$ cat src/gpir_pkg.sv
// Shared package for the game-port input register unit.
// Holds access kinds, port modes, potgo masks and the field widths.
// No dependencies.
`default_nettype none

package gpir_pkg;

	localparam int unsigned AXIS_W = 16;
	localparam int unsigned CNT_W  = 8;
	localparam int unsigned DATA_W = 16;
	localparam int unsigned BTN_W  = 3;
	localparam int unsigned KIND_W = 3;
	localparam int unsigned MODE_W = 2;

	typedef enum logic [KIND_W-1:0] {
		KIND_POTGO_WRITE = 3'd0,
		KIND_POTGO_READ  = 3'd1,
		KIND_POT0_READ   = 3'd2,
		KIND_PORT0_READ  = 3'd3,
		KIND_PORT1_READ  = 3'd4,
		KIND_TEST_WRITE  = 3'd5
	} kind_t;

	localparam logic [MODE_W-1:0] MODE_MOUSE = 2'd0;
	localparam logic [MODE_W-1:0] MODE_JOY   = 2'd1;
	localparam logic [MODE_W-1:0] MODE_NONE  = 2'd2;

	// configuration register indexes (paddr[3:2])
	localparam logic [1:0] REG_PORT0_MODE = 2'd0;
	localparam logic [1:0] REG_PORT1_MODE = 2'd1;
	localparam logic [1:0] REG_RAW        = 2'd2;

	localparam logic [DATA_W-1:0] POT_DATA_MASK = 16'h5500;
	localparam logic [DATA_W-1:0] POT_DIR_MASK  = 16'hAA00;
	localparam logic [DATA_W-1:0] P0_PIN_A_CLR  = 16'hFBFF;
	localparam logic [DATA_W-1:0] P0_PIN_B_CLR  = 16'hFEFF;
	localparam logic [DATA_W-1:0] P1_PIN_A_CLR  = 16'hBFFF;
	localparam logic [DATA_W-1:0] P1_PIN_B_CLR  = 16'hEFFF;
	localparam logic [CNT_W-1:0]  TEST_MASK     = 8'hFC;
	localparam int signed         DELTA_LIMIT   = 127;

	typedef struct packed {
		logic [MODE_W-1:0] port0_mode;
		logic [MODE_W-1:0] port1_mode;
		logic              raw;
	} cfg_t;

	// Fold button presses into the pot pin image, per port mode.
	function automatic logic [DATA_W-1:0] pot_pin_image(
		input logic [DATA_W-1:0] pg,
		input cfg_t              cfg,
		input logic [BTN_W-1:0]  mb,
		input logic [BTN_W-1:0]  j0,
		input logic [BTN_W-1:0]  j1
	);
		logic [DATA_W-1:0] v;
		v = ((pg | (pg >> 1)) & POT_DATA_MASK) | ((~pg & POT_DIR_MASK) >> 1);
		if (cfg.port0_mode == MODE_MOUSE) begin
			if (mb[2]) v = v & P0_PIN_A_CLR;
			if (mb[1]) v = v & P0_PIN_B_CLR;
		end else if (cfg.port0_mode == MODE_JOY) begin
			if (j0[1]) v = v & P0_PIN_A_CLR;
			if (j0[2]) v = v & P0_PIN_B_CLR;
		end
		if (cfg.port1_mode == MODE_JOY) begin
			if (j1[1]) v = v & P1_PIN_A_CLR;
			if (j1[2]) v = v & P1_PIN_B_CLR;
		end
		return v;
	endfunction

endpackage

`default_nettype wire

$ cat src/game_port_input_registers_unit.sv
// Top level of the game-port input register unit.
// Depends on gpir_pkg and gpir_mouse_axis.
//
// Usage: each request on the slave stream is one register access; its kind
// travels in s_tuser, the pointer position, buttons, joystick images and
// write data in s_tdata. Every request yields exactly one response on the
// master stream carrying the 16-bit read value (zero for write accesses).
// Flow: an accepted request is registered in the input stage, processed in
// one pass, and its response is then held in the response register.
// Throughput: one request per cycle while m_tready stays high; the input stage
// and the response register form a two-entry pipeline, so a new request is
// taken while a finished response still waits. When m_tready is low the
// response register holds, the input stage fills and s_tready then drops.
// Configuration (port modes, raw counting) is to be written by the user through
// the APB port while no request is in flight; the block does not enforce this;
// pready is always high. Reset: arst_n clears both stages, the pot and mouse
// state, port 0 to mouse, port 1 to joystick and raw counting off.
`default_nettype none

module game_port_input_registers_unit
	import gpir_pkg::*;
(
	input  wire logic        clk,
	input  wire logic        arst_n,
	// slave stream
	input  wire logic        s_tvalid,
	output logic             s_tready,
	// s_tdata, low bit up: write_data[15:0], pointer_x[31:16], pointer_y[47:32],
	// mouse_buttons[50:48], joy0_buttons[53:51], joy1_buttons[56:54],
	// joy0_direction[72:57], joy1_direction[88:73], zero fill[95:89]
	input  wire logic [95:0] s_tdata,
	// s_tuser: kind[2:0]
	input  wire logic [2:0]  s_tuser,
	// master stream
	output logic             m_tvalid,
	input  wire logic        m_tready,
	// m_tdata: read_data[15:0]
	output logic [15:0]      m_tdata,
	// APB configuration port
	input  wire logic        psel,
	input  wire logic        penable,
	input  wire logic        pwrite,
	input  wire logic [3:0]  paddr,
	input  wire logic [31:0] pwdata,
	output logic [31:0]      prdata,
	output logic             pready
);

	// ---------------------------------------------------------------
	// Configuration registers
	// ---------------------------------------------------------------
	cfg_t cfg_q;
	logic cfg_wr;

	assign pready = 1'b1;
	assign cfg_wr = psel & penable & pwrite;

	always_ff @(posedge clk or negedge arst_n) begin
		if (!arst_n) begin
			cfg_q.port0_mode <= MODE_MOUSE;
			cfg_q.port1_mode <= MODE_JOY;
			cfg_q.raw        <= 1'b0;
		end else if (cfg_wr) begin
			unique case (paddr[3:2])
				REG_PORT0_MODE: cfg_q.port0_mode <= pwdata[MODE_W-1:0];
				REG_PORT1_MODE: cfg_q.port1_mode <= pwdata[MODE_W-1:0];
				REG_RAW:        cfg_q.raw        <= pwdata[0];
				default:        ;
			endcase
		end
	end

	always_comb begin
		unique case (paddr[3:2])
			REG_PORT0_MODE: prdata = {30'd0, cfg_q.port0_mode};
			REG_PORT1_MODE: prdata = {30'd0, cfg_q.port1_mode};
			REG_RAW:        prdata = {31'd0, cfg_q.raw};
			default:        prdata = 32'd0;
		endcase
	end

	// ---------------------------------------------------------------
	// Input stage: hold one request
	// ---------------------------------------------------------------
	logic        valid_s1;
	kind_t       kind_s1;
	logic [95:0] data_s1;
	logic        adv_s1;

	// advance when the response register is free or being emptied
	assign adv_s1   = valid_s1 & (~m_tvalid | m_tready);
	assign s_tready = ~valid_s1 | adv_s1;

	always_ff @(posedge clk or negedge arst_n) begin
		if (!arst_n) begin
			valid_s1 <= 1'b0;
		end else if (s_tready) begin
			valid_s1 <= s_tvalid;
		end
	end

	always_ff @(posedge clk) begin
		if (s_tready && s_tvalid) begin
			kind_s1 <= kind_t'(s_tuser);
			data_s1 <= s_tdata;
		end
	end

	// unpack the held request
	logic [DATA_W-1:0] wdata;
	logic [AXIS_W-1:0] ptr_x;
	logic [AXIS_W-1:0] ptr_y;
	logic [BTN_W-1:0]  mbtn;
	logic [BTN_W-1:0]  j0btn;
	logic [BTN_W-1:0]  j1btn;
	logic [DATA_W-1:0] j0dir;
	logic [DATA_W-1:0] j1dir;

	assign wdata = data_s1[15:0];
	assign ptr_x = data_s1[31:16];
	assign ptr_y = data_s1[47:32];
	assign mbtn  = data_s1[50:48];
	assign j0btn = data_s1[53:51];
	assign j1btn = data_s1[56:54];
	assign j0dir = data_s1[72:57];
	assign j1dir = data_s1[88:73];

	// ---------------------------------------------------------------
	// Port state
	// ---------------------------------------------------------------
	logic [DATA_W-1:0] pot_go_q;
	logic [DATA_W-1:0] pot_cnt_q;
	logic [CNT_W-1:0]  count_x_q;
	logic [CNT_W-1:0]  count_y_q;
	logic [AXIS_W-1:0] samp_x_q;
	logic [AXIS_W-1:0] samp_y_q;

	logic [AXIS_W-1:0] samp_x_nx;
	logic [AXIS_W-1:0] samp_y_nx;
	logic [CNT_W-1:0]  count_x_nx;
	logic [CNT_W-1:0]  count_y_nx;

	gpir_mouse_axis u_axis_x (
		.ptr       (ptr_x),
		.samp      (samp_x_q),
		.cnt       (count_x_q),
		.raw       (cfg_q.raw),
		.samp_next (samp_x_nx),
		.cnt_next  (count_x_nx)
	);

	gpir_mouse_axis u_axis_y (
		.ptr       (ptr_y),
		.samp      (samp_y_q),
		.cnt       (count_y_q),
		.raw       (cfg_q.raw),
		.samp_next (samp_y_nx),
		.cnt_next  (count_y_nx)
	);

	logic              p0_mouse;
	logic              mouse_rd;
	logic [DATA_W-1:0] pot_cnt_nx;
	logic [DATA_W-1:0] rdata;

	assign p0_mouse = (cfg_q.port0_mode == MODE_MOUSE);

	always_comb begin
		// button counter: low byte for one button, high byte for the other
		pot_cnt_nx = pot_cnt_q;
		if (p0_mouse) begin
			if (mbtn[2]) pot_cnt_nx[7:0]  = pot_cnt_q[7:0] + 8'd1;
			if (mbtn[1]) pot_cnt_nx[15:8] = pot_cnt_q[15:8] + 8'd1;
		end

		mouse_rd = 1'b0;
		unique case (kind_s1)
			KIND_POTGO_READ: rdata = pot_pin_image(pot_go_q, cfg_q, mbtn, j0btn, j1btn);
			KIND_POT0_READ:  rdata = pot_cnt_nx;
			KIND_PORT0_READ: begin
				mouse_rd = p0_mouse;
				rdata    = p0_mouse ? {count_y_nx, count_x_nx} : j0dir;
			end
			KIND_PORT1_READ: begin
				mouse_rd = (cfg_q.port1_mode == MODE_MOUSE);
				rdata    = mouse_rd ? {count_y_nx, count_x_nx} : j1dir;
			end
			default:         rdata = '0;
		endcase
	end

	always_ff @(posedge clk or negedge arst_n) begin
		if (!arst_n) begin
			pot_go_q  <= '0;
			pot_cnt_q <= '0;
			count_x_q <= '0;
			count_y_q <= '0;
			samp_x_q  <= '0;
			samp_y_q  <= '0;
		end else if (adv_s1) begin
			if (kind_s1 == KIND_POTGO_WRITE) begin
				pot_go_q <= wdata;
			end
			if (kind_s1 == KIND_POT0_READ) begin
				pot_cnt_q <= pot_cnt_nx;
			end
			if (mouse_rd) begin
				count_x_q <= count_x_nx;
				count_y_q <= count_y_nx;
				samp_x_q  <= samp_x_nx;
				samp_y_q  <= samp_y_nx;
			end else if (kind_s1 == KIND_TEST_WRITE && p0_mouse) begin
				// test write presets the counters, low two bits dropped
				count_x_q <= wdata[7:0] & TEST_MASK;
				count_y_q <= wdata[15:8] & TEST_MASK;
			end
		end
	end

	// ---------------------------------------------------------------
	// Response register
	// ---------------------------------------------------------------
	logic              m_valid_q;
	logic [DATA_W-1:0] rdata_q;

	always_ff @(posedge clk or negedge arst_n) begin
		if (!arst_n) begin
			m_valid_q <= 1'b0;
		end else if (~m_valid_q | m_tready) begin
			m_valid_q <= valid_s1;
		end
	end

	always_ff @(posedge clk) begin
		if (adv_s1) begin
			rdata_q <= rdata;
		end
	end

	assign m_tvalid = m_valid_q;
	assign m_tdata  = rdata_q;

	// ---------------------------------------------------------------
	// Checks
	// ---------------------------------------------------------------
	a_ready_when_empty: assert property (@(posedge clk) disable iff (!arst_n)
		!m_tvalid |-> s_tready)
		else $error("input stalled with empty response register");

	a_resp_drop_taken: assert property (@(posedge clk) disable iff (!arst_n)
		$fell(m_tvalid) |-> $past(m_tready))
		else $error("response dropped without being taken");

	a_potgo_hold: assert property (@(posedge clk) disable iff (!arst_n)
		!(adv_s1 && kind_s1 == KIND_POTGO_WRITE) |=> $stable(pot_go_q))
		else $error("pot-go changed without a pot-go write");

	a_raw_counts_hold: assert property (@(posedge clk) disable iff (!arst_n)
		(cfg_q.raw && !(adv_s1 && kind_s1 == KIND_TEST_WRITE))
		|=> $stable({count_y_q, count_x_q}))
		else $error("mouse counters moved in raw counting mode");

endmodule

`default_nettype wire

$ cat src/gpir_mouse_axis.sv
// One mouse axis: delta against the sample point, clamp, count update.
// Depends on gpir_pkg.
`default_nettype none

module gpir_mouse_axis
	import gpir_pkg::*;
(
	input  wire logic [AXIS_W-1:0] ptr,
	input  wire logic [AXIS_W-1:0] samp,
	input  wire logic [CNT_W-1:0]  cnt,
	input  wire logic              raw,
	output logic      [AXIS_W-1:0] samp_next,
	output logic      [CNT_W-1:0]  cnt_next
);

	logic signed [AXIS_W:0] delta;
	logic signed [AXIS_W:0] clamped;

	always_comb begin
		delta = $signed({ptr[AXIS_W-1], ptr}) - $signed({samp[AXIS_W-1], samp});
		if (delta > (AXIS_W+1)'(DELTA_LIMIT)) begin
			clamped = (AXIS_W+1)'(DELTA_LIMIT);
		end else if (delta < -(AXIS_W+1)'(DELTA_LIMIT)) begin
			clamped = -(AXIS_W+1)'(DELTA_LIMIT);
		end else begin
			clamped = delta;
		end
		// raw counting: follow the pointer, leave the count alone
		if (raw) begin
			samp_next = samp + delta[AXIS_W-1:0];
			cnt_next  = cnt;
		end else begin
			samp_next = samp + clamped[AXIS_W-1:0];
			cnt_next  = cnt + clamped[CNT_W-1:0];
		end
	end

endmodule

`default_nettype wire
$ cat config.mk
export PLATFORM = sky130hd
export DESIGN_NAME = game_port_input_registers_unit
export DESIGN_NICKNAME = d
export VERILOG_FILES = /design/src/gpir_pkg.sv /design/src/game_port_input_registers_unit.sv /design/src/gpir_mouse_axis.sv
export SDC_FILE = /design/constraint.sdc
export NUM_CORES = 1
export LEC_CHECK = 0
export CORE_ASPECT_RATIO = 1.25
export CORE_MARGIN = 4
export CORE_UTILIZATION = 59
export CTS_CLUSTER_DIAMETER = 150
export DETAILED_ROUTE_END_ITERATION = 16
export DONT_BUFFER_PORTS = 1
export PLACE_DENSITY_LB_ADDON = 0.05
export SYNTH_ARGS = -nofsm -noshare
export SYNTH_HDL_FRONTEND = slang
export SYNTH_SLANG_ARGS = --single-unit
$ cat constraint.sdc
create_clock -name clk -period 5.39 [get_ports clk]
set_input_delay 0.2695 -clock clk [delete_from_list [all_inputs] [get_ports clk]]
set_output_delay 0.2695 -clock clk [all_outputs]
set_load 0.02 [all_outputs]
# ---- Yosys cells after proc, flatten, opt, wreduce, memory -nomap -nowiden
# Cells that the tools add are included.
dict set report op_classes {
  n_bitwise 10
  eq_ne 9
  n_addsub 10
  n_mux 29
  order_cmp 4
  n_reduce_logical 14
}
# operator count
set ops {}
lappend ops {{$mux 16} 9}
lappend ops {{$add 16x16->16} 4}
lappend ops {{$mux 8} 8}
lappend ops {{$pmux 16 s4} 1}
lappend ops {{$mux 11} 4}
lappend ops {{$gt 17x8->1 const B} 2}
lappend ops {{$lt 17x8->1 const B} 2}
lappend ops {{$sub 16x16->17} 2}
lappend ops {{$mux 15} 2}
lappend ops {{$or 15x15->15} 2}
lappend ops {{$mux 9} 2}
lappend ops {{$add 8x1->8 const B} 2}
lappend ops {{$add 8x8->8} 2}
lappend ops {{$not 16->16} 1}
lappend ops {{$reduce_and 2->1} 7}
lappend ops {{$mux 13} 1}
lappend ops {{$eq 2x1->1 const B} 3}
lappend ops {{$eq 3x2->1 const B} 2}
lappend ops {{$eq 3x3->1 const B} 2}
lappend ops {{$logic_not 2->1} 3}
lappend ops {{$pmux 2 s3} 1}
lappend ops {{$and 1x1->1} 3}
lappend ops {{$eq 3x1->1 const B} 1}
lappend ops {{$logic_not 3->1} 1}
lappend ops {{other kinds (6)} 9}
dict set report totals {
  input_bits 142
  register_bits 195
  elab_cells 90
  output_inout_bits 51
}

# ---- Depth between registers and ports, before layout
dict set report logic_depth {
  ltp_word 10
  ltp_mapped 25
  mapped_depth_nobuf 24
}

# ---- Modules after synthesis
# A second synthesis with hierarchy kept.
dict set report unflattened {
  hier_cells 1099
  hier_area_um2 11867.6
}
# module cells_per_inst seq_area_each_um2 area_per_inst_um2 instances
set modules_own_cells {}
lappend modules_own_cells {game_port_input_registers_unit 442 4810.9 6981.7 1}
lappend modules_own_cells {{gpir_mouse_axis at u_axis_y} 334 0.0 2454.9 1}
lappend modules_own_cells {{gpir_mouse_axis at u_axis_x} 323 0.0 2431.1 1}

# ---- Least setup slack after synthesis
# OpenSTA, ideal clock, no wires.
dict set report synth_timing {
  path_type {reg-to-reg}
  startpoint {reg samp_x_q[0]}
  endpoint {reg samp_x_q[14]}
  stages_incl_launch_ff 24
  synth_period_minus_slack_ns 5.166
  required_time_ns 5.321
  arrival_ns 5.097
  setup_time_ns 0.069
  path_buffers 0
  path_slack_ns 0.224
  cell_sequence {dfrtp_1 ha_1 fa_1 nand2b_1 a21oi_1 o211ai_1 a31oi_1 xnor2_1 nand4_1 nor4_1 a211oi_2 nand3b_1 ha_1 inv_1 fa_1 nor2b_1 o21ai_0 a21boi_0 o21ai_0 a21oi_1 o2111ai_1 a311oi_1 or4_1 nand3_1}
}
dict set report synth_between {
  elab_chain_cells 6
  word_cells_on_any_way 8
  classes_between {add/sub (3); order compare (2); mux (3)}
}
# element line
set synth_rtl {}
lappend synth_rtl {{start: declaration} game_port_input_registers_unit.sv:135} ;# logic [AXIS_W-1:0] samp_x_q;
lappend synth_rtl {{start signal: assignment} game_port_input_registers_unit.sv:210} ;# samp_x_q <= samp_x_nx;
lappend synth_rtl {{$sub 16x16->17} gpir_mouse_axis.sv:20} ;# delta = $signed({ptr[AXIS_W-1], ptr}) - $signed({samp[AXIS_W-1], samp});
lappend synth_rtl {{$lt 17x8->1} gpir_mouse_axis.sv:23} ;# end else if (delta < -(AXIS_W+1)'(DELTA_LIMIT)) begin
lappend synth_rtl {{$mux 16} gpir_mouse_axis.sv:23}
lappend synth_rtl {{$mux 16} gpir_mouse_axis.sv:21} ;# if (delta > (AXIS_W+1)'(DELTA_LIMIT)) begin
lappend synth_rtl {{$add 16x16->16} gpir_mouse_axis.sv:33} ;# samp_next = samp + clamped[AXIS_W-1:0];
lappend synth_rtl {{$mux 16 (*)} gpir_mouse_axis.sv:29} ;# if (raw) begin
# Every way passes the cells marked *; elsewhere a longest branch is shown, timed or not.
# A chain may end at the register's enable or synchronous reset.

# ---- Final worst setup path
dict set report layout_timing {
  startpoint {reg samp_y_q[1]}
  endpoint {reg samp_y_q[15]}
}
dict set report layout_between {
  elab_chain_cells 6
  word_cells_on_any_way 8
  classes_between {add/sub (3); order compare (2); mux (3)}
}
# element line
set layout_rtl {}
lappend layout_rtl {{start: declaration} game_port_input_registers_unit.sv:136} ;# logic [AXIS_W-1:0] samp_y_q;
lappend layout_rtl {{start signal: assignment} game_port_input_registers_unit.sv:211} ;# samp_y_q <= samp_y_nx;
lappend layout_rtl {{$sub 16x16->17} gpir_mouse_axis.sv:20}
lappend layout_rtl {{$lt 17x8->1} gpir_mouse_axis.sv:23}
lappend layout_rtl {{$mux 16} gpir_mouse_axis.sv:23}
lappend layout_rtl {{$mux 16} gpir_mouse_axis.sv:21}
lappend layout_rtl {{$add 16x16->16} gpir_mouse_axis.sv:33}
lappend layout_rtl {{$mux 16 (*)} gpir_mouse_axis.sv:29}
# Marks and branches as above.

==> summary.txt <==
Timing
  – Tightest Pin Transition: ~1.3 ns
  – Endpoints failing hold: 0
  – Slew margin rel.: between 10% and 20%
  – Fin. max-slew vios: 0
  – Post-layout min period: roughly 5.2 ns
  – RSZ-0062 raised after global routing: true
  – Fmax: about 0.19 GHz
  – Final Cycle Share: 96.7%
  – Clk_skew: approximately 0.014 ns
  – Final setup vio count: 0

Flow run
  – Max Cap Violations: 0

Drt
  – DR iter-0 viols: 481
  – Antenna Nets Post-Route: 0
  – Via Count: about 9,200
  – Drt total wl: between 20 and 30 mm
  – DRC violations left: 0
  – Avg WL per Cell: around 18 um
  – Post-DR vias/cell: 5.89
  – First-pass DRT Iterations: 5

Clocking
  – CTS clk-pin slew, worst paths: 0.07 ns
  – Deepest clock path buffer count: 2
  – Root Buffer: clkbuf_16
  – CTS tree: done
  – # H-tree levels: 4
  – Cts bufs inserted: 17
  – Clock latency on the worst-skew pair: around 0.45 ns
  – Clk sink count: 172

Setup path
  – Worst EP arrival: ~5.6 ns
  – CP max FO: 4
  – Cell family with most CP delay: compound AO/OA/AOI/OAI gates
  – Top cell by count, worst path: buf_4
  – Startpoint types: flip-flop
  – CP peak stage delay: approximately 0.40 ns
  – Crit end category: flip-flop
  – CP max stage cell: or3b_4
  – Bufs and invs on worst path: 3
  – RR Startpoint: samp_y_q[1]$_DFFE_PN0P_
  – Setup CP Type: reg2reg
  – Crit. Startpoint: samp_y_q[1]$_DFFE_PN0P_
  – Required time of the critical path: about 5.8 ns
  – Worst-path cell chain: inv_1 -> ha_1 -> nor2b_2 -> o31a_1 -> o2111ai_2 -> nand3_1 -> and3_1 -> buf_4 -> nor4_4 -> o2111ai_4 -> or3b_4 -> a31o_1 -> ha_2 -> a211o_1 -> nand2_2 -> a41oi_2 -> a22o_1 -> o41ai_2 -> buf_4 -> o21ai_2 -> a31oi_2 -> mux2i_1 -> xnor2_1

Final layout
  – Share of cells above drive strength 1: between 15 and 20%
  – Synthesis-to-finish area growth: 24.4%
  – Antenna diodes: 0
  – Final Core Density: between 70% and 80%
  – Nets: between 1,500 and 2,000
  – Final Cell Area: 13,900 um2

GRT
  – Initial antenna violation count: 0
  – Vias in the first global route: between 9,000 and 10,000
  – Largest net degree at the start of global routing: a little over 70
  – GRT Total Usage: approximately a quarter
  – Grt total ovfl: 0
  – First-pass GRT wire length: ~45 mm

Pwr
  – Pwr dens: approximately 670 nW/um2
  – Static Leak: about 5.9 nW
  – Worst VDD drop: 0.281 mV

Yosys
  – Most used DFF post-synth: edfxtp_1
  – Synth cell types: 78
  – YS warnings: 0
  – Synthesized area: about 11,000 um2
  – Avg Inst Size Synth: 9.80 um2
  – Seq cells post-synth: about 170
  – Most frequent cell after synthesis: nand2_1
  – Mapped Cells: between 1,000 and 1,500
  – Post-synth top area share: 27.0%
  – Yosys top cell by area: edfxtp_1
  – Fraction of registers with async set/reset: between 40 and 50%
  – Seq/Total Area, Yosys: a little over two fifths
  – EDFF count, synth: 101
  – Top post-synthesis cells by count: 119 x nand2_1, 101 x edfxtp_1, 80 x ha_1, 80 x o21ai_0, 71 x nor2_1
  – Top post-synthesis cells by area: edfxtp_1 27%, dfrtp_1 16%, ha_1 8.9%

Placement
  – Routability cong.: between 0.9 and 1
  – Placed cell areas: ~12,000 um2
  – PortBufs: 0
  – DP HPWL: around 19 mm

Floorplan
  – Initial Util: 59.9%
  – Ports: a little under 200
  – Core Area: about 19,000 um2
  – FP Rows: 56
  – Die ar.: ~21,000 um2
  – Chip height: 162 um
  – Die width: around 130 um

Hold path
  – Worst Hold Class: in2reg
  – Min-delay src: m_tready

Status
  – Outcome: complete, no violations
-- registers in the layout (all words and copies together) (netlist names) --
register   count
pot_cnt_q     16
count_x_q      8
cfg_q          5
m_tvalid       1
m_tdata       16
samp_x_q      16
samp_y_q      16
kind_s1        3
valid_s1       1
count_y_q      8
data_s1       82
-- power by group --
| part | internal (mW) | switching, mW |
|---|---|---|
| registers | 1.68 | 0.252 |
| logic | 2.84 | 3.21 |
| clock network | 0.674 | 0.628 |
-- layout by cell type, fill, tap and decap left out, drive strengths merged, types with 8 or more instances in the layout --
cell,count
ha,80
xor2,22
mux2,12
a222oi,11
and3,14
o31ai,12
dfrtp,70
buf,107
conb,31
nor3,25
clkbuf,17
dlygate4sd3,89
nand2b,14
xnor2,49
nand2,119
nor2b,19
o21a,23
o2111ai,9
a31oi,15
a21oi,61
nor3b,8
clkinv,8
nand3,22
a21o,28
mux2i,11
nor2,71
edfxtp,101
o211ai,10
inv,76
o21ai,84
-- worst register-to-register path: stages (launching register included) --
cell,delay [ns]
dfrtp_1,0.38
inv_1,0.07
ha_1,0.29
nor2b_2,0.16
o31a_1,0.37
o2111ai_2,0.24
nand3_1,0.10
and3_1,0.21
buf_4,0.14
nor4_4,0.31
o2111ai_4,0.17
or3b_4,0.40
a31o_1,0.25
ha_2,0.19
a211o_1,0.29
nand2_2,0.10
a41oi_2,0.12
a22o_1,0.23
o41ai_2,0.28
buf_4,0.17
o21ai_2,0.08
a31oi_2,0.23
mux2i_1,0.24
xnor2_1,0.13
-- logic make-up after synthesis --
group                      count (synthesis)  share of synthesized area (%)
DFF                                      172                           42.9
muxes                                     23                           2.19
AOI/OAI and AO/OA                        311                           18.4
adders and majority gates                 86                           10.0
and+or+nand+nor                          346                           15.4
buffers and inverters                    133                           5.51
other                                      2                         0.0670
xor gates and xnor gates                  71                           5.55
-- per-stage QoR --
step | hold WS [ns] | setup TNS, ns | std cells | setup WS, ns | power, mW
after global routing | 0.0354 | -0.366 | 1570 | -0.134 | 10.1
final | 0.0215 | 0 | 1570 | 0.176 | 9.28
after floorplan | -0.0261 | 0 | 1173 | 0.224 | 5.67
after CTS | 0.00648 | -0.00497 | 1558 | -0.00497 | 8.79
after detailed placement | -0.0237 | -0.414 | 1434 | -0.127 | 7.29
after global placement | -0.0236 | -0.0734 | 1434 | -0.0440 | 7.19
-- area by class of cell --
type | instances | area [um2]
sequential | 172 | 4810
clock buffer | 17 | 425
timing repair buffer | 196 | 1710
tap | 232 | 290
inverter | 70 | 263
multi-input combinational | 868 | 6240
fill | 1363 | 4760
clock inverter | 15 | 201
-- routing by layer --
layer	up-vias	share of wire, %	global-route usage [%]
met3	70	5.2	5.45
met5	-	0	0
li1	4491	-	-
met4	0	3.5	11.5
met1	4416	39	29.7
met2	271	52	47.3
-- final timing paths --
| path | endpoint | slack [ns] | cells after the start |
|---|---|---|---|
| worst max-delay path | samp_y_q[15]$_DFFE_PN0P_ | 0.18 | 23 |
| worst min-delay path | m_tvalid$_DFFE_PN0P_ | 0.02 | 2 |
| worst max register to register | samp_y_q[15]$_DFFE_PN0P_ | 0.18 | 23 |
| worst min register to register | samp_x_q[15]$_DFFE_PN0P_ | 0.49 | 1 |
| max in group asynchronous | cfg_q[1]$_DFFE_PN1P_ | 4.60 | 2 |
| min in group asynchronous | samp_y_q[9]$_DFFE_PN0P_ | 0.44 | 2 |
-- repair_timing --
| action | CTS | global route |
|---|---|---|
| pin swaps | 6 | 36 |
| gates resized for setup | 13 | 63 |
| endpoints found under the setup margin | 8 | 17 |
| setup buffers | 2 | 12 |
| hold buffers | 90 | 0 |
| hold endpoints to repair | 162 | 0 |
(Power assumes the default switching activity.)
